File: src/rtl/gaussian_blur_5x5_rgb_assert.svh
// ----------------------------------------------------------------------------
// Assertion macros for the 5x5 blur
// Shared concurrent assertion forms, clocked on clk and disabled in reset.
// ----------------------------------------------------------------------------
`ifndef GAUSSIAN_BLUR_5X5_RGB_ASSERT_SVH
`define GAUSSIAN_BLUR_5X5_RGB_ASSERT_SVH

// Check a consequence in the same cycle as its cause
`define GB5_ASSERT_SAME(lbl, ante, cons, msg) \
    lbl: assert property (@(posedge clk) disable iff (!rst_n) (ante) |-> (cons)) \
        else $error(msg);

// Check a consequence in the cycle after its cause
`define GB5_ASSERT_NEXT(lbl, ante, cons, msg) \
    lbl: assert property (@(posedge clk) disable iff (!rst_n) (ante) |=> (cons)) \
        else $error(msg);

`endif

File: src/rtl/gb5_pkg.sv
// ----------------------------------------------------------------------------
// gb5_pkg
// Widths, codes, weight table and the job records passed between the
// front and the back of the 5x5 blur.
// ----------------------------------------------------------------------------
package gb5_pkg;

    localparam int MAX_WIDTH      = 2048;
    localparam int COL_W          = $clog2(MAX_WIDTH);
    localparam int ROW_W          = 16;
    localparam int CFG_W_W        = 12;
    localparam int CFG_DATA_W     = 16;
    localparam int CFG_IDX_W      = 1;
    localparam int CHAN_W         = 8;
    localparam int PIX_W          = 3 * CHAN_W;
    localparam int SLOTS          = 8;
    localparam int SLOT_W         = $clog2(SLOTS);
    localparam int TAPS           = 5;
    localparam int COEF_FRAC_BITS = 16;
    localparam int PROD_W         = CHAN_W + COEF_FRAC_BITS;
    localparam int ACC_W          = PROD_W + 1;
    localparam int QUEUE_DEPTH    = 4;
    localparam int QPTR_W         = $clog2(QUEUE_DEPTH);

    typedef enum logic [CFG_IDX_W-1:0] {
        CFG_WIDTH  = 1'b0,
        CFG_HEIGHT = 1'b1
    } cfg_idx_t;

    typedef enum logic {
        KIND_PIXEL = 1'b0,
        KIND_DRAIN = 1'b1
    } kind_t;

    // Q0.32 weights indexed by squared tap distance
    localparam logic [31:0] COEF_Q32 [9] = '{
        32'd303806080, 32'd243268891, 32'd194794499, 32'd0, 32'd124898412,
        32'd100010830, 32'd0, 32'd0, 32'd51347271
    };

    // Weight of tap (dy, dx), indices 0..4 with the centre at 2, rounded half up
    function automatic logic [COEF_FRAC_BITS-1:0] tap_weight(int dy_i, int dx_i);
        int          idx;
        logic [32:0] t;
        idx = (dy_i - 2) * (dy_i - 2) + (dx_i - 2) * (dx_i - 2);
        t   = {1'b0, COEF_Q32[idx]} + (33'd1 << (31 - COEF_FRAC_BITS));
        return t[31 -: COEF_FRAC_BITS];
    endfunction

    typedef struct packed {
        logic [COL_W-1:0] col;
        logic [ROW_W-1:0] row;
        logic             eof;
    } pos_t;

    typedef struct packed {
        logic                         first;
        pos_t                         pos;
        logic [TAPS-1:0][SLOT_W-1:0]  slot;
        logic [TAPS-1:0]              col_ok;
    } emit_t;

    typedef struct packed {
        logic              wr_en;
        logic [SLOT_W-1:0] wr_slot;
        logic [COL_W-1:0]  wr_col;
        logic [PIX_W-1:0]  pixel;
        logic              emit;
        emit_t             em;
    } job_t;

endpackage

File: src/rtl/gb5_fifo.sv
// ----------------------------------------------------------------------------
// gb5_fifo
// Short job queue between the classifying front and the executing back.
// ----------------------------------------------------------------------------
`include "gaussian_blur_5x5_rgb_assert.svh"

module gb5_fifo import gb5_pkg::*; (
    input  logic clk,
    input  logic rst_n,
    input  logic push,
    input  job_t din,
    output logic full,
    input  logic pop,
    output job_t dout,
    output logic empty
);

    job_t              mem_reg [QUEUE_DEPTH];
    logic [QPTR_W-1:0] wr_ptr_reg, wr_ptr_next;
    logic [QPTR_W-1:0] rd_ptr_reg, rd_ptr_next;
    logic [QPTR_W:0]   count_reg, count_next;

    // Advance pointers and fill level
    always_comb
    begin
        wr_ptr_next = push ? wr_ptr_reg + 1'b1 : wr_ptr_reg;
        rd_ptr_next = pop ? rd_ptr_reg + 1'b1 : rd_ptr_reg;
        count_next  = count_reg;
        if (push && !pop)
        begin
            count_next = count_reg + 1'b1;
        end
        else if (pop && !push)
        begin
            count_next = count_reg - 1'b1;
        end
    end

    always_ff @(posedge clk or negedge rst_n)
    begin
        if (!rst_n)
        begin
            wr_ptr_reg <= '0;
            rd_ptr_reg <= '0;
            count_reg  <= '0;
        end
        else
        begin
            wr_ptr_reg <= wr_ptr_next;
            rd_ptr_reg <= rd_ptr_next;
            count_reg  <= count_next;
        end
    end

    // Hold queued jobs
    always_ff @(posedge clk)
    begin
        if (push)
        begin
            mem_reg[wr_ptr_reg] <= din;
        end
    end

    assign dout  = mem_reg[rd_ptr_reg];
    assign full  = (count_reg == (QPTR_W+1)'(QUEUE_DEPTH));
    assign empty = (count_reg == '0);

    `GB5_ASSERT_SAME(a_no_overflow, push, count_reg < (QPTR_W+1)'(QUEUE_DEPTH), "queue overflow")
    `GB5_ASSERT_SAME(a_no_underflow, pop, count_reg != '0, "queue underflow")

endmodule

File: config.mk
export PLATFORM = sky130hd
export DESIGN_NAME = gb5_fifo
export DESIGN_NICKNAME = d
export VERILOG_FILES = /design/src/rtl/gb5_pkg.sv /design/src/rtl/gb5_fifo.sv
export VERILOG_INCLUDE_DIRS = /design/src /design/src/rtl
export SDC_FILE = /design/constraint.sdc
export NUM_CORES = 1
export LEC_CHECK = 0
export ABC_CLOCK_PERIOD_IN_PS = 6100
export BUFFER_PORTS_ARGS = -buffer_cell sky130_fd_sc_hd__buf_4
export CORE_MARGIN = 2
export CORE_UTILIZATION = 45
export CTS_CLUSTER_SIZE = 24
export DETAILED_ROUTE_END_ITERATION = 16
export GPL_ROUTABILITY_DRIVEN = 0
export GPL_TIMING_DRIVEN = 0
export PLACE_DENSITY = 0.68
export SLEW_MARGIN = 10
export SYNTH_ARGS = -nofsm -noshare
export SYNTH_HDL_FRONTEND = slang
export SYNTH_SLANG_ARGS = --single-unit
File: constraint.sdc
create_clock -name clk -period 6.1 [get_ports clk]
set_input_delay 0.915 -clock clk [delete_from_list [all_inputs] [get_ports clk]]
set_output_delay 0.915 -clock clk [all_outputs]
set_load 0.01 [all_outputs]
==> flow_metrics.py <==
metrics = {
    "worst_setup_path": {
        "critPathSlowestCell": "clkbuf_1",
        "crit_type": "reg -> out",
        "rr_endpoint": "mem_reg[2][31]$_DFFE_PP_",
        "startpoint_type": "register",
        "worst_ep_required_time_ps": 5180,
        "crit_chain": "clkbuf_1, buf_2, mux4_2, buf_4",
        "crit_family": "buffers and inverters",
        "r2r_cells": 4,
        "worstPathMaxFanout": 10,
        "critical_path.max_stage_delay_ps": 540,
        "r2r-start": "wr_ptr_reg[0]$_DFFE_PN0P_",
        "cp.arrival_ps": 2330,
        "r2r_slack_ps": 4060,
        "end_kind": "output port",
        "path_depth": 4,
        "critPathBufInv": 3,
    },
    "finish": {
        "n_antenna_cell": 0,
        "final_nets": 824,
        "post-route-util": 0.5573,
        "area_delta_synth_final_pct": 22.98,
        "fillers": 2197,
        "largest_reg_flops": 356,
        "drive_above_1_share": 0.4652,
        "layoutNonFillerInstCount": 1138,
    },
    "die": {
        "initial_utilization": 0.4532,
        "core_area_mm2": 0.02940,
        "dieArea_mm2": 0.03100,
        "die_x_um": 176.1,
        "die_h_um": 176.1,
        "top_level_ports": 184,
        "std_cell_rows": 63,
    },
    "pwr": {
        "net-switching-power_mw": 2.192,
        "ir_worst_vdd_v": 0.0002321,
        "combPwrFrac": 0.321,
        "clkPwrFrac": 0.254,
        "cellInternalPower_mw": 5.746,
        "powerDensity_mw_per_mm2": 484.4,
        "p_seq_frac": 0.424,
        "switching_share": 0.2761,
        "leakage_nw": 5.622,
    },
    "yosys": {
        "yosys_register_bits": 363,
        "syn_area_mm2": 0.01333,
        "ys_seq_area_frac": 0.8154,
        "yosysUniqueCellTypes": 19,
        "ys.warnings.count": 0,
        "synth_largest_area_cell": "edfxtp_1",
        "syn_nets": 598,
        "synthCells": 499,
        "syn_area_per_cell_um2": 26.70,
        "synth.area.top_cells": "edfxtp_1, mux4_2, buf_12",
        "synth_top_area_frac": 0.8023,
    },
    "clock_tree": {
        "clk-insertion-delay-late_ps": 520,
        "cts-resized-gates": 0,
        "post_cts_buffers": 0,
        "clock_sinks": 363,
        "root_buffer": "clkbuf_16",
        "hold_buffers": 0,
        "cts_tree": "yes",
        "htreeDepth": 2,
        "path_clk_slew_ps": 60,
        "cts_made_buffers": 37,
        "cts.path.max_buffers": 3,
    },
    "sta": {
        "skew_ps": 19.94,
        "timing_hold_violations_final": 0,
        "fin_hold_ws_ps": 217.1,
        "fin_crit_sh": 0.5321,
        "slew_violations": 0,
        "slew-limit-headroom": 0.5236,
        "min_period_ps": 3246,
        "timing.fmax_mhz": 308.1,
        "rsz0062_at_grt": "false",
        "finalSetupTns_ps": 0,
        "setup_viol": 0,
        "tightest_slew_ps": 714.6,
        "setup_slack_ps": 2854,
    },
    "drt": {
        "drtAntennaViolNets": 0,
        "wl_per_cell_um": 21.20,
        "routed_wl_um": 24120,
        "drc": 0,
        "vias": 5908,
        "viasPerCell": 5.192,
        "drt-initial-drc-count": 509,
        "first_pass_iters": 6,
    },
    "place": {
        "dp_hpwl_um": 15050,
        "dp_cells": 1076,
        "place_ws_ps": 3337,
        "io_buffers": 183,
    },
    "min_path": {
        "hold_path.class": "in -> async",
    },
    "global_route": {
        "overflow": 0,
        "antenna_found_initial": 0,
        "grt_max_degree": 50,
        "track_usage": 0.1575,
        "grt_first_pass_wirelength_um": 36990,
        "grt_pass1_vias": 6478,
    },
    "run": {
        "maxCapViolCount": 0,
    },
    "status": {
        "status": "finished clean",
    },
}
[metal layers]
| layer | share of wire | global-route usage | vias to the layer above | routed length [µm] |
|---|---|---|---|---|
| li1 | - | - | 2592 | - |
| met1 | 0.40 | 0.2045 | 3074 | 9680 |
| met2 | 0.50 | 0.2629 | 191 | 12120 |
| met3 | 0.066 | 0.03811 | 51 | 1596 |
| met4 | 0.030 | 0.05406 | 0 | 724 |
| met5 | 0 | 0 | - | 0 |
[final cells by class]
cell class	count	area [µm²]	share of cell area
Sequential cell	363	10870	0.6630
Multi-Input combinational cell	112	2215	0.1351
Timing Repair Buffer	187	1484	0.09055
Clock buffer	47	1006	0.06139
Tap cell	390	488.0	0.02978
Buffer	20	240.2	0.01466
Clock inverter	15	73.82	0.004505
Inverter	4	15.01	0.0009162
[placed cells by master (no fill, tap or decap), types with 2 or more instances in the layout]
cell type    n
buf_2        9
xnor2_1      2
inv_1        4
buf_12       9
buf_4      183
and2_4       4
dfrtp_1      7
mux4_2      89
clkinv_1     6
nand2_1      2
buf_16       4
clkinv_2     7
clkbuf_1     9
xor2_1       4
edfxtp_1   356
clkbuf_16   39
ha_1         5
[worst register-to-register path: cells and delay by family (launching register included)]
family                     cells  cell delay, ps
and+or+nand+nor                1             600
buffers and inverters          2             470
adders and majority gates      1             160
DFF                            1             420
[how the worst max path moves through the flow]
stage	from	endpoint	slack, ps
global placement	push	mem_reg[3][37]$_DFFE_PP_	1050
CTS	rd_ptr_reg[1]$_DFFE_PN0P_	dout[21]	2790
finish	rd_ptr_reg[1]$_DFFE_PN0P_	dout[21]	2850
floorplan	push	mem_reg[1][0]$_DFFE_PP_	2660
detailed placement	rd_ptr_reg[1]$_DFFE_PN0P_	dout[21]	3340
global route	rd_ptr_reg[1]$_DFFE_PN0P_	dout[21]	2740
[cells in the mapped netlist, drive strengths merged]
cell type  number
clkbuf          1
xnor2           2
o21ai           1
nand2           2
xor2            4
mux4           89
nor3b           1
dfrtp           7
nor3            1
buf            19
mux2            1
edfxtp        356
inv             4
fa              1
ha              5
and2            4
nor2            1
[through the flow]
stage,total power [mW],area [µm²]
floorplan,4.940,13330
global placement,5.989,15190
detailed placement,6.046,15310
CTS,8.076,16390
global route,8.324,16390
finish,7.938,16390
[power groups by stage]
| stage | combinational, mW | sequential, mW | clock [mW] |
|---|---|---|---|
| final | 2.55 | 3.37 | 2.02 |
| after global routing | 2.75 | 3.41 | 2.17 |
| after CTS | 2.63 | 3.37 | 2.07 |
| after detailed placement | 2.62 | 3.42 | 0 |
| after global placement | 2.52 | 3.46 | 0 |
| after floorplan | 1.52 | 3.42 | 0 |
[cell families (layout without fill, tap and decap cells)]
family / after synthesis / count (layout) / synth area share
DFF: 363 / 363 / 0.8154
adders and majority gates: 6 / 6 / 0.006197
and+or+nand+nor: 9 / 9 / 0.003661
buffers and inverters: 24 / 273 / 0.01915
muxes: 90 / 90 / 0.1513
AOI/OAI and AO/OA: 1 / 1 / 0.0003752
xor gates and xnor gates: 6 / 6 / 0.003944
Note: power is estimated with default switching activity, not from simulation.
