$ cat config.mk
export PLATFORM = sky130hd
export DESIGN_NAME = gb5_front
export DESIGN_NICKNAME = d
export VERILOG_FILES = /design/src/rtl/gaussian_blur_5x5_rgb_assert.svh /design/src/rtl/gb5_pkg.sv /design/src/rtl/gb5_front.sv
export SDC_FILE = /design/constraint.sdc
export NUM_CORES = 1
export LEC_CHECK = 0
export ABC_AREA = 1
export BUFFER_PORTS_ARGS = -buffer_cell sky130_fd_sc_hd__buf_4
export CAP_MARGIN = 25
export CORE_MARGIN = 4
export CORE_UTILIZATION = 52
export DETAILED_ROUTE_END_ITERATION = 8
export PLACE_DENSITY_LB_ADDON = 0.3
export SYNTH_ARGS = -nofsm -noshare
export SYNTH_HDL_FRONTEND = slang
export SYNTH_SLANG_ARGS = --single-unit
$ cat constraint.sdc
create_clock -name clk -period 7.15 [get_ports clk]
set_input_delay 0 -clock clk [delete_from_list [all_inputs] [get_ports clk]]
set_output_delay 0 -clock clk [all_outputs]
set_load 0.005 [all_outputs]
$ cat src/rtl/gaussian_blur_5x5_rgb_assert.svh
// ----------------------------------------------------------------------------
// Assertion macros for the 5x5 blur
// Shared concurrent assertion forms, clocked on clk and disabled in reset.
// ----------------------------------------------------------------------------
`ifndef GAUSSIAN_BLUR_5X5_RGB_ASSERT_SVH
`define GAUSSIAN_BLUR_5X5_RGB_ASSERT_SVH

// Check a consequence in the same cycle as its cause
`define GB5_ASSERT_SAME(lbl, ante, cons, msg) \
    lbl: assert property (@(posedge clk) disable iff (!rst_n) (ante) |-> (cons)) \
        else $error(msg);

// Check a consequence in the cycle after its cause
`define GB5_ASSERT_NEXT(lbl, ante, cons, msg) \
    lbl: assert property (@(posedge clk) disable iff (!rst_n) (ante) |=> (cons)) \
        else $error(msg);

`endif

$ cat src/rtl/gb5_pkg.sv
// ----------------------------------------------------------------------------
// gb5_pkg
// Widths, codes, weight table and the job records passed between the
// front and the back of the 5x5 blur.
// ----------------------------------------------------------------------------
package gb5_pkg;

    localparam int MAX_WIDTH      = 2048;
    localparam int COL_W          = $clog2(MAX_WIDTH);
    localparam int ROW_W          = 16;
    localparam int CFG_W_W        = 12;
    localparam int CFG_DATA_W     = 16;
    localparam int CFG_IDX_W      = 1;
    localparam int CHAN_W         = 8;
    localparam int PIX_W          = 3 * CHAN_W;
    localparam int SLOTS          = 8;
    localparam int SLOT_W         = $clog2(SLOTS);
    localparam int TAPS           = 5;
    localparam int COEF_FRAC_BITS = 16;
    localparam int PROD_W         = CHAN_W + COEF_FRAC_BITS;
    localparam int ACC_W          = PROD_W + 1;
    localparam int QUEUE_DEPTH    = 4;
    localparam int QPTR_W         = $clog2(QUEUE_DEPTH);

    typedef enum logic [CFG_IDX_W-1:0] {
        CFG_WIDTH  = 1'b0,
        CFG_HEIGHT = 1'b1
    } cfg_idx_t;

    typedef enum logic {
        KIND_PIXEL = 1'b0,
        KIND_DRAIN = 1'b1
    } kind_t;

    // Q0.32 weights indexed by squared tap distance
    localparam logic [31:0] COEF_Q32 [9] = '{
        32'd303806080, 32'd243268891, 32'd194794499, 32'd0, 32'd124898412,
        32'd100010830, 32'd0, 32'd0, 32'd51347271
    };

    // Weight of tap (dy, dx), indices 0..4 with the centre at 2, rounded half up
    function automatic logic [COEF_FRAC_BITS-1:0] tap_weight(int dy_i, int dx_i);
        int          idx;
        logic [32:0] t;
        idx = (dy_i - 2) * (dy_i - 2) + (dx_i - 2) * (dx_i - 2);
        t   = {1'b0, COEF_Q32[idx]} + (33'd1 << (31 - COEF_FRAC_BITS));
        return t[31 -: COEF_FRAC_BITS];
    endfunction

    typedef struct packed {
        logic [COL_W-1:0] col;
        logic [ROW_W-1:0] row;
        logic             eof;
    } pos_t;

    typedef struct packed {
        logic                         first;
        pos_t                         pos;
        logic [TAPS-1:0][SLOT_W-1:0]  slot;
        logic [TAPS-1:0]              col_ok;
    } emit_t;

    typedef struct packed {
        logic              wr_en;
        logic [SLOT_W-1:0] wr_slot;
        logic [COL_W-1:0]  wr_col;
        logic [PIX_W-1:0]  pixel;
        logic              emit;
        emit_t             em;
    } job_t;

endpackage

$ cat src/rtl/gb5_front.sv
// ----------------------------------------------------------------------------
// gb5_front
// Accepts items, tracks input and output positions, decides whether an item
// emits a pixel and works out its row slots and border columns.
// ----------------------------------------------------------------------------
module gb5_front import gb5_pkg::*; (
    input  logic                  clk,
    input  logic                  rst_n,
    input  logic                  cfg_we,
    input  logic [CFG_IDX_W-1:0]  cfg_index,
    input  logic [CFG_DATA_W-1:0] cfg_data,
    input  logic                  pixel_valid,
    output logic                  pixel_ready,
    input  logic                  kind,
    input  logic [CHAN_W-1:0]     chan_0,
    input  logic [CHAN_W-1:0]     chan_1,
    input  logic [CHAN_W-1:0]     chan_2,
    input  logic                  q_full,
    output logic                  push,
    output job_t                  job
);

    logic [CFG_W_W-1:0] width_reg, width_next;
    logic [ROW_W-1:0]   height_reg, height_next;
    logic [COL_W-1:0]   in_col_reg, in_col_next;
    logic [ROW_W-1:0]   in_row_reg, in_row_next;
    logic [COL_W-1:0]   em_col_reg, em_col_next;
    logic [ROW_W-1:0]   em_row_reg, em_row_next;
    logic               done_reg, done_next;

    logic [COL_W:0]     w_eff;
    logic [ROW_W-1:0]   h_eff;
    logic               accept, is_px, restart, rdy, last;
    logic [COL_W-1:0]   in_col0, in_col1, em_col0;
    logic [ROW_W-1:0]   in_row0, in_row1, em_row0;
    logic               done0, done1;
    logic [COL_W:0]     in_col_inc, em_col_p2, nc, em_col_inc;
    logic [ROW_W:0]     in_row_inc, em_row_p2, nr, em_row_inc;
    logic               row_ok;
    logic [ROW_W-1:0]   rr;

    always_comb
    begin
        // Effective frame size
        if (width_reg == '0)
        begin
            w_eff = (COL_W+1)'(1);
        end
        else if (width_reg > (CFG_W_W)'(MAX_WIDTH))
        begin
            w_eff = (COL_W+1)'(MAX_WIDTH);
        end
        else
        begin
            w_eff = (COL_W+1)'(width_reg);
        end
        h_eff = (height_reg == '0) ? ROW_W'(1) : height_reg;

        accept  = pixel_valid && !q_full;
        is_px   = (kind_t'(kind) == KIND_PIXEL);
        restart = is_px && done_reg;

        // A pixel after a complete frame starts the next one
        in_col0 = restart ? '0 : in_col_reg;
        in_row0 = restart ? '0 : in_row_reg;
        em_col0 = restart ? '0 : em_col_reg;
        em_row0 = restart ? '0 : em_row_reg;
        done0   = restart ? 1'b0 : done_reg;

        // Advance the input position
        in_col_inc = {1'b0, in_col0} + 1'b1;
        in_row_inc = {1'b0, in_row0} + 1'b1;
        in_col1    = in_col0;
        in_row1    = in_row0;
        done1      = done0;
        if (is_px)
        begin
            if (in_col_inc >= w_eff)
            begin
                in_col1 = '0;
                if (in_row_inc >= {1'b0, h_eff})
                begin
                    in_row1 = '0;
                    done1   = 1'b1;
                end
                else
                begin
                    in_row1 = in_row_inc[ROW_W-1:0];
                end
            end
            else
            begin
                in_col1 = in_col_inc[COL_W-1:0];
            end
        end

        // Output is ready once its lower right neighbour has arrived
        em_row_p2 = {1'b0, em_row0} + (ROW_W+1)'(2);
        em_col_p2 = {1'b0, em_col0} + (COL_W+1)'(2);
        nr = (em_row_p2 < {1'b0, h_eff}) ? em_row_p2 : {1'b0, h_eff} - 1'b1;
        nc = (em_col_p2 < w_eff) ? em_col_p2 : w_eff - 1'b1;
        rdy = done1 || ({1'b0, in_row1} > nr)
              || (({1'b0, in_row1} == nr) && ({1'b0, in_col1} > nc));
        last = (em_row0 == h_eff - 1'b1) && ({1'b0, em_col0} == w_eff - 1'b1);

        // Build the job
        job.wr_en         = is_px;
        job.wr_slot       = in_row0[SLOT_W-1:0];
        job.wr_col        = in_col0;
        job.pixel         = {chan_2, chan_1, chan_0};
        job.emit          = rdy;
        job.em.first      = (em_col0 == '0);
        job.em.pos.col    = em_col0;
        job.em.pos.row    = em_row0;
        job.em.pos.eof    = last;
        for (int k = 0; k < TAPS; k++)
        begin
            // Rows outside the frame fall back to the centre row
            if (k < 2)
            begin
                row_ok = (em_row0 >= ROW_W'(2 - k));
            end
            else
            begin
                row_ok = (({1'b0, em_row0} + (ROW_W+1)'(k - 2)) < {1'b0, h_eff});
            end
            rr = row_ok ? (em_row0 + ROW_W'(k) - ROW_W'(2)) : em_row0;
            job.em.slot[k] = rr[SLOT_W-1:0];

            // Columns outside the frame fall back to the centre column
            if (k < 2)
            begin
                job.em.col_ok[k] = (em_col0 >= COL_W'(2 - k));
            end
            else
            begin
                job.em.col_ok[k] = (({1'b0, em_col0} + (COL_W+1)'(k - 2)) < w_eff);
            end
        end

        push        = accept && (is_px || rdy);
        pixel_ready = !q_full;

        // Next state
        width_next  = width_reg;
        height_next = height_reg;
        in_col_next = in_col_reg;
        in_row_next = in_row_reg;
        em_col_next = em_col_reg;
        em_row_next = em_row_reg;
        done_next   = done_reg;
        em_col_inc  = {1'b0, em_col0} + 1'b1;
        em_row_inc  = {1'b0, em_row0} + 1'b1;
        if (cfg_we)
        begin
            unique case (cfg_idx_t'(cfg_index))
                CFG_WIDTH:  width_next  = cfg_data[CFG_W_W-1:0];
                CFG_HEIGHT: height_next = cfg_data[ROW_W-1:0];
                default:    width_next  = width_reg;
            endcase
            in_col_next = '0;
            in_row_next = '0;
            em_col_next = '0;
            em_row_next = '0;
            done_next   = 1'b0;
        end
        else if (accept)
        begin
            in_col_next = in_col1;
            in_row_next = in_row1;
            done_next   = done1;
            em_col_next = em_col0;
            em_row_next = em_row0;
            if (rdy)
            begin
                if (last)
                begin
                    in_col_next = '0;
                    in_row_next = '0;
                    em_col_next = '0;
                    em_row_next = '0;
                    done_next   = 1'b0;
                end
                else if (em_col_inc >= w_eff)
                begin
                    em_col_next = '0;
                    em_row_next = em_row_inc[ROW_W-1:0];
                end
                else
                begin
                    em_col_next = em_col_inc[COL_W-1:0];
                end
            end
        end
    end

    always_ff @(posedge clk or negedge rst_n)
    begin
        if (!rst_n)
        begin
            width_reg  <= CFG_W_W'(640);
            height_reg <= ROW_W'(480);
            in_col_reg <= '0;
            in_row_reg <= '0;
            em_col_reg <= '0;
            em_row_reg <= '0;
            done_reg   <= 1'b0;
        end
        else
        begin
            width_reg  <= width_next;
            height_reg <= height_next;
            in_col_reg <= in_col_next;
            in_row_reg <= in_row_next;
            em_col_reg <= em_col_next;
            em_row_reg <= em_row_next;
            done_reg   <= done_next;
        end
    end

endmodule

==> results_dict.tcl, run 1 <==
set metrics [dict create \
    cts_made_buffers 9 \
    clock_skew_ns 0.00700 \
    num_vias 11491 \
    synth_area_um2 10800 \
    crit_arrival_ns 6.77 \
    drive_gt1_frac 0.113 \
    outcome "completed" \
    final_common_cell "nand2_1" \
    timing.final.crit_share 0.907 \
    grt_pass1_vias 10841 \
    yosys.cell_types.count 56 \
    synth_ff_type "dfrtp_1" \
    ys_seq_area_frac 0.193 \
    setup_violations 0 \
    leakage_uw 0.00664 \
    cap_viol_max_count 0 \
    cp_slowest_stage_delay_ns 0.43 \
    ys_ff_latch 83 \
    cts_tree "done" \
    synth-edff-count 0 \
    tightest_slew_ns 0.886 \
    grt_max_degree 67 \
    setup-tns-final_ns 0 \
    placeableCoreArea_um2 20400 \
    fillers 2021 \
    nets 1918 \
    antenna_found_initial 1 \
    grt_use_total 0.324 \
    yosys_warnings 0 \
    start_util 0.532 \
    crit_top_cell "nand2_1" \
    rows 52 \
    post_drt_wl_per_cell_um 19.3 \
    syn_to_final_growth_pct 10.6 \
    most-common-layout-cells "452 x nand2_1, 219 x inv_1, 146 x nor2_1, 137 x ha_1, 111 x nand3_1" \
    end_kind "flop" \
    routed_wl_mm 38.8 \
    drtAntennaViolNets 0 \
    portBuffers 89 \
    power_density_nw_per_um2 129 \
    rsz0062_at_grt "no" \
    worstPathRequired_ns 7.44 \
    async_flop_share 1.00 \
    clkTransAtPathRegs_ns 0.07 \
    cts_root_buf "clkbuf_16" \
    via_per_inst 5.72 \
    peakVddDrop_uv 110 \
    gp_congestion 1.03 \
    die_x_um 152 \
    cp-start-kind "flop" \
    cts_max_path_buffers 2 \
    cts_sinks 83 \
    period_needed_ns 6.48 \
    die_y_um 152 \
    hold_class "input port to output port" \
    dr.first_iter.drc_count 1291 \
    syn_nets 1856 \
    gr-total-overflow 0 \
    htree_levels 3 \
    maxSlewHeadroom 0.409 \
    hold_viol_final 0 \
    worstSetupPathType "flop to flop" \
    path_max_fanout 33 \
    insertion_delay_ns 0.35 \
    fin_cells 2009 \
    antenna_cells 0 \
    report.final.slew_viol_count 0 \
    cpMaxStageDelayCell "dfrtp_1" \
    dp.cells 1975 \
    syn_avg_cell_area_um2 6.47 \
    die-area_um2 23200 \
    remaining_drc_errors 0 \
    io_pins 138 \
    hpwlAfterDp_mm 30.8 \
    grt_pass1_wl_mm 60.1 \
    syn_inst 1672 \
    drtPass1Iterations 6 \
    max_freq_mhz 154 \
]
path summary, 6_finish.rpt:
path / end / depth (start not counted) / startpoint / slack [ns]
hold reg to reg: em_col_reg[2] / 2 / em_col_reg[2] / 0.48
hold / removal: job[65] / 0 / chan_1[7] / 0.000002
max in group asynchronous: height_reg[0] / 3 / rst_n / 5.89
setup reg to reg: em_col_reg[5] / 40 / done_reg / 0.67
setup / recovery: em_col_reg[5] / 40 / done_reg / 0.67
min in group asynchronous: in_row_reg[6] / 2 / rst_n / 0.07
cells in the mapped netlist (11+ instances only):
cell type	count	share of area
a21oi_1	59	0.027
a22oi_1	13	0.0090
buf_2	11	0.0051
buf_4	35	0.024
clkbuf_1	16	0.0055
dfrtp_1	77	0.18
ha_1	137	0.16
inv_1	220	0.076
nand2_1	453	0.16
nand2_2	15	0.0087
nand3_1	111	0.051
nand4_1	51	0.029
nor2_1	147	0.051
nor2_2	13	0.0075
nor3_1	20	0.0092
o21ai_0	95	0.044
o21ai_1	23	0.011
xor2_1	57	0.046
metrics by stage:
step	worst slack, ns	power [µW]	area, µm²	hold WS [ns]	util
after detailed placement	0.378	1050	11500	-0.102	0.564
final	0.668	1550	12000	0.00000180	0.588
after CTS	0.346	1540	11900	0.0000346	0.586
after floorplan	1.47	875	10800	-0.296	-
after global routing	0.0336	1630	12000	0.00000752	0.588
after global placement	0.592	1040	11500	-0.102	0.564
metal layers:
layer | wire (µm) | GRT usage | vias up
li1 | - | - | 5543
met1 | 16500 | 0.451 | 5266
met2 | 16500 | 0.490 | 588
met3 | 4470 | 0.0869 | 92
met4 | 1300 | 0.103 | 2
met5 | 13 | 0 | -
area by class of cell:
cell class / count / area [µm²] / area share
timing repair buffer: 122 / 958 / 0.0801
sequential: 83 / 2080 / 0.174
clock inverter: 7 / 67.6 / 0.00564
multi-input combinational: 1283 / 7410 / 0.619
clock buffer: 9 / 225 / 0.0188
inverter: 235 / 888 / 0.0742
tap: 270 / 338 / 0.0282
where the power goes:
group	switching [µW]	internal, µW
Sequential	31.9	494
Clock	231	247
Combinational	381	161
cells by family (layout without fill, tap and decap cells):
kind of cell	after synthesis	after routing	share of synthesized area
mux	3	3	0.00277
simple gates	854	855	0.351
xor+xnor	67	67	0.0555
buf+inv	307	373	0.127
compound gates	221	221	0.113
flops	83	83	0.193
fa+ha+maj	137	137	0.158
worst max-delay path: cells and delay by family, from the launching register on:
| family | cells | cell delay, ns |
|---|---|---|
| buf+inv | 5 | 0.77 |
| fa+ha+maj | 3 | 0.81 |
| compound gates | 2 | 0.57 |
| flops | 1 | 0.43 |
| xor+xnor | 1 | 0.12 |
| simple gates | 29 | 3.69 |
what timing repair did:
item / in CTS / in global routing
gates resized for setup: 0 / 5
buffers inserted: 0 / 0
hold buffers: 17 / 0
endpoints found under the setup margin: 0 / 56
hold endpoints to repair: 44 / 0
Power figures use the tool's default switching activity.
==> run 2: changes to the inputs <==
Settings changed: CAP_MARGIN 25 to 20, CELL_PAD_IN_SITES_DETAIL_PLACEMENT set to 0, CELL_PAD_IN_SITES_GLOBAL_PLACEMENT set to 2, CORE_UTILIZATION 52 to 33.
==> results_dict.tcl, run 2 (synthesis gave the netlist of run 1 again) <==
set metrics [dict create \
    setup_violations 0 \
    cpMaxStageDelayCell "dfrtp_1" \
    cts_max_path_buffers 2 \
    cp-start-kind "flop" \
    num_vias 11079 \
    peakVddDrop_uv 102 \
    cap_viol_max_count 0 \
    nets 1916 \
    syn_to_final_growth_pct 12.3 \
    drtPass1Iterations 6 \
    io_pins 138 \
    outcome "completed" \
    cts_made_buffers 9 \
    start_util 0.334 \
    grt_pass1_wl_mm 62.5 \
    p_sw_uw 649 \
    crit_cells 40 \
    power_density_nw_per_um2 127 \
    drive_gt1_frac 0.112 \
    fillers 3620 \
    placed_area_um2 11700 \
    grt_pass1_vias 10579 \
    placeableCoreArea_um2 32500 \
    timing.final.crit_share 0.910 \
    path_max_fanout 33 \
    seq_area_um2 2080 \
    critical-path-top-delay-family "simple AND/OR/NAND/NOR gates" \
    place_ws_ns 0.364 \
    p_int_uw 898 \
    fin_ws_ns 0.643 \
    comb_power_share 0.346 \
    most-common-layout-cells "451 x nand2_1, 219 x inv_1, 146 x nor2_1, 137 x ha_1, 111 x nand3_1" \
    die_x_um 189 \
    die_y_um 189 \
    clkTransAtPathRegs_ns 0.08 \
    multi_input_area_um2 7400 \
    hpwlAfterDp_mm 32.4 \
    leakage_uw 0.00663 \
    crit_arrival_ns 6.79 \
    grt_max_degree 53 \
    clkPwrFrac 0.313 \
    crit_top_cell "nand2_1" \
    setup-tns-final_ns 0 \
    tightest_slew_ns 0.844 \
    power_frac_seq 0.341 \
    routed_wl_mm 40.6 \
    cts_tree "done" \
    die-area_um2 35800 \
    max_freq_mhz 154 \
    reg2reg_depth 40 \
    maxSlewHeadroom 0.436 \
    clock_skew_ns 0.0147 \
    via_per_inst 5.08 \
    endpoint "em_col_reg[7]" \
    post_drt_wl_per_cell_um 18.6 \
    portBuffers 89 \
    drtAntennaViolNets 0 \
    end_kind "flop" \
    hold_viol_final 0 \
    gp_congestion 0.901 \
    fin_area_um2 12200 \
    worstReg2RegEnd "em_col_reg[7]" \
    period_needed_ns 6.51 \
    final_common_cell "nand2_1" \
    rsz0062_at_grt "no" \
    worstPathRequired_ns 7.44 \
    crit_buf_inv 5 \
    antenna_cells 0 \
    reg2reg_from "done_reg" \
    ff2ff_setup_slack_ns 0.64 \
    crit_path_start "done_reg" \
    gr-total-overflow 0 \
    cp_slowest_stage_delay_ns 0.43 \
    rows 66 \
    fin_cells 2179 \
    insertion_delay_ns 0.36 \
    worstSetupPathType "flop to flop" \
    htree_levels 3 \
    grt_use_total 0.225 \
    cts_root_buf "clkbuf_16" \
    remaining_drc_errors 0 \
    switching_share 0.419 \
    hold_class "input port to output port" \
    dr.first_iter.drc_count 946 \
    antenna_found_initial 0 \
    report.final.slew_viol_count 0 \
    dp.cells 2146 \
    cts_sinks 83 \
]
-- run 2: metal layers --
layer	part of all wire	GRT usage	wire (µm)
met1	0.48	0.328	19600
met2	0.43	0.348	17400
met3	0.068	0.0396	2750
met4	0.020	0.0462	809
met5	0	0	0
-- run 2: power by group through the flow --
stage,sequential (µW),clock [µW],combinational [µW]
global route,531,508,604
floorplan,522,0,353
detailed placement,536,0,523
CTS,527,497,533
global placement,536,0,524
finish,527,484,536
-- run 2: timing repair --
item	4_1_cts	5_1_grt
setup endpoints to repair	0	55
hold buffers	17	0
endpoints found under the hold margin	65	0
setup buffers	0	0
resized for setup	0	5
-- run 2: layout make-up --
class                           count  area share
Multi-Input combinational cell   1282       0.608
Sequential cell                    83       0.171
Tap cell                          442      0.0455
Clock inverter                      7     0.00494
Clock buffer                        9      0.0185
Timing Repair Buffer              121      0.0782
Inverter                          235      0.0730
-- run 2: worst register-to-register path, delay by kind of cell (launching register included) --
family	cells	cell delay (ns)
compound gates	2	0.57
buf+inv	5	0.82
xor+xnor	1	0.12
flops	1	0.43
simple gates	29	3.69
fa+ha+maj	3	0.82
-- run 2: stage by stage --
stage | util | total power, µW | hold slack [ns]
2_1_floorplan | - | 875 | -0.296
3_3_place_gp | 0.360 | 1060 | 0.0000346
3_5_place_dp | 0.360 | 1060 | 0.0000346
4_1_cts | 0.374 | 1560 | 0.0000346
5_1_grt | 0.375 | 1640 | 0.00000795
6_report | 0.375 | 1550 | 0.00000184
-- run 2: worst min-delay path by stage --
stage               cells past startpoint  startpoint        to  slack (ns)
floorplan                               0       rst_n  done_reg       -0.30
global placement                        0   chan_1[2]   job[60]     0.00003
detailed placement                      0   chan_1[2]   job[60]     0.00003
CTS                                     0   chan_1[2]   job[60]     0.00003
global route                            0   chan_2[6]   job[72]    0.000008
finish                                  0   chan_0[3]   job[53]    0.000002
==> run 3: changes to the inputs <==
Settings changed: CAP_MARGIN 20 to not set, CELL_PAD_IN_SITES_DETAIL_PLACEMENT 0 to 2, PLACE_DENSITY_LB_ADDON 0.3 to 0.1.
==> results_dict.tcl, run 3 (synthesis gave the netlist of run 1 again) <==
set metrics [dict create \
    dr.first_iter.drc_count 661 \
    syn_to_final_growth_pct 12.6 \
    peakVddDrop_uv 105 \
    rows 66 \
    antenna_found_initial 0 \
    crit_arrival_ns 6.66 \
    hold_viol_final 0 \
    end_kind "output port" \
    start_util 0.334 \
    routed_wl_mm 47.6 \
    clkTransAtPathRegs_ns 0.08 \
    gp_congestion 0.876 \
    endpoint "job[49]" \
    path_max_fanout 33 \
    cpMaxStageDelayCell "dfrtp_1" \
    grt_max_degree 44 \
    cts_tree "done" \
    place_ws_ns 0.0304 \
    grt_pass1_vias 12520 \
    final_common_cell "nand2_1" \
    rsz0062_at_grt "no" \
    grt_pass1_wl_mm 74.1 \
    die_x_um 189 \
    timing.final.crit_share 0.931 \
    worstReg2RegEnd "em_row_reg[12]" \
    nets 1918 \
    gr-total-overflow 0 \
    antenna_cells 0 \
    period_needed_ns 6.66 \
    cts_max_path_buffers 2 \
    cts_sinks 83 \
    worstPathRequired_ns 7.15 \
    insertion_delay_ns 0.37 \
    drtPass1Iterations 5 \
    maxSlewHeadroom 0.383 \
    fin_ws_ns 0.494 \
    report.final.slew_viol_count 0 \
    fillers 4008 \
    most-common-layout-cells "450 x nand2_1, 220 x inv_1, 145 x nor2_1, 137 x ha_1, 111 x nand3_1" \
    drive_gt1_frac 0.114 \
    hpwlAfterDp_mm 38.5 \
    ff2ff_setup_slack_ns 0.54 \
    die-area_um2 35800 \
    max_freq_mhz 150 \
    reg2reg_from "done_reg" \
    cts_made_buffers 9 \
    crit_buf_inv 5 \
    outcome "completed" \
    post_drt_wl_per_cell_um 21.8 \
    remaining_drc_errors 0 \
    cp_slowest_stage_delay_ns 0.44 \
    critical-path-top-delay-family "simple AND/OR/NAND/NOR gates" \
    setup_violations 0 \
    cap_viol_max_count 0 \
    crit_cells 31 \
    portBuffers 89 \
    placeableCoreArea_um2 32500 \
    clock_skew_ns 0.0136 \
    htree_levels 3 \
    cp-start-kind "flop" \
    tightest_slew_ns 0.923 \
    cts_root_buf "clkbuf_16" \
    crit_top_cell "nand2_1" \
    via_per_inst 5.32 \
    worstSetupPathType "flop to output port" \
    grt_use_total 0.266 \
    die_y_um 189 \
    num_vias 11603 \
    io_pins 138 \
    leakage_uw 0.00665 \
    hold_class "input port to output port" \
    reg2reg_depth 39 \
    crit_path_start "done_reg" \
    power_density_nw_per_um2 130 \
    setup-tns-final_ns 0 \
    drtAntennaViolNets 0 \
]
-- run 3: worst min-delay path by stage --
stage | from | to | slack, ns | cells past startpoint
finish | chan_1[3] | job[61] | 0.000002 | 0
global route | chan_0[2] | job[52] | 0.00001 | 0
CTS | chan_0[7] | job[57] | 0.00003 | 0
detailed placement | chan_0[7] | job[57] | 0.00003 | 0
global placement | chan_0[7] | job[57] | 0.00003 | 0
floorplan | rst_n | done_reg | -0.30 | 0
-- run 3: what timing repair did --
action	4_1_cts	5_1_grt
endpoints found under the hold margin	68	0
hold buffers	17	0
setup buffers	0	0
gates cloned	0	0
setup endpoints to repair	1	56
resized for setup	1	10
-- run 3: final cells by class --
| class | count | area [µm²] | share of cell area |
|---|---|---|---|
| multi-input cells | 1282 | 7420 | 0.608 |
| flip-flops and latches | 83 | 2080 | 0.171 |
| repair buffers | 123 | 970 | 0.0795 |
| inverters | 235 | 885 | 0.0726 |
| well taps | 442 | 553 | 0.0454 |
| clock buffers | 9 | 225 | 0.0185 |
| clock inverters | 7 | 57.6 | 0.00472 |
-- run 3: through the flow --
| step | hold WS [ns] | utilization | std cells | total power (µW) | cell area [µm²] |
|---|---|---|---|---|---|
| after floorplan | -0.296 | - | 1672 | 875 | 10800 |
| after global placement | 0.0000346 | 0.361 | 2148 | 1070 | 11700 |
| after detailed placement | 0.0000346 | 0.361 | 2148 | 1090 | 11700 |
| after CTS | 0.0000346 | 0.375 | 2181 | 1590 | 12200 |
| after global routing | 0.00000985 | 0.376 | 2181 | 1680 | 12200 |
| final | 0.00000184 | 0.376 | 2181 | 1580 | 12200 |
-- run 3: report_power, final --
group / internal, µW / leakage, µW / switching, µW / total [µW]
Combinational: 164 / 0.00541 / 404 / 568
Clock: 243 / 0.000142 / 242 / 484
Sequential: 494 / 0.00110 / 34.9 / 529
Total: 901 / 0.00665 / 680 / 1580
-- run 3: metal layers --
metal / up-vias / wire length (µm) / track usage / share of wire
li1: 5542 / - / - / -
met1: 5791 / 22900 / 0.374 / 0.48
met5: - / 0 / 0 / 0
met4: 0 / 577 / 0.0395 / 0.012
met3: 33 / 2150 / 0.0369 / 0.045
met2: 237 / 22000 / 0.444 / 0.46
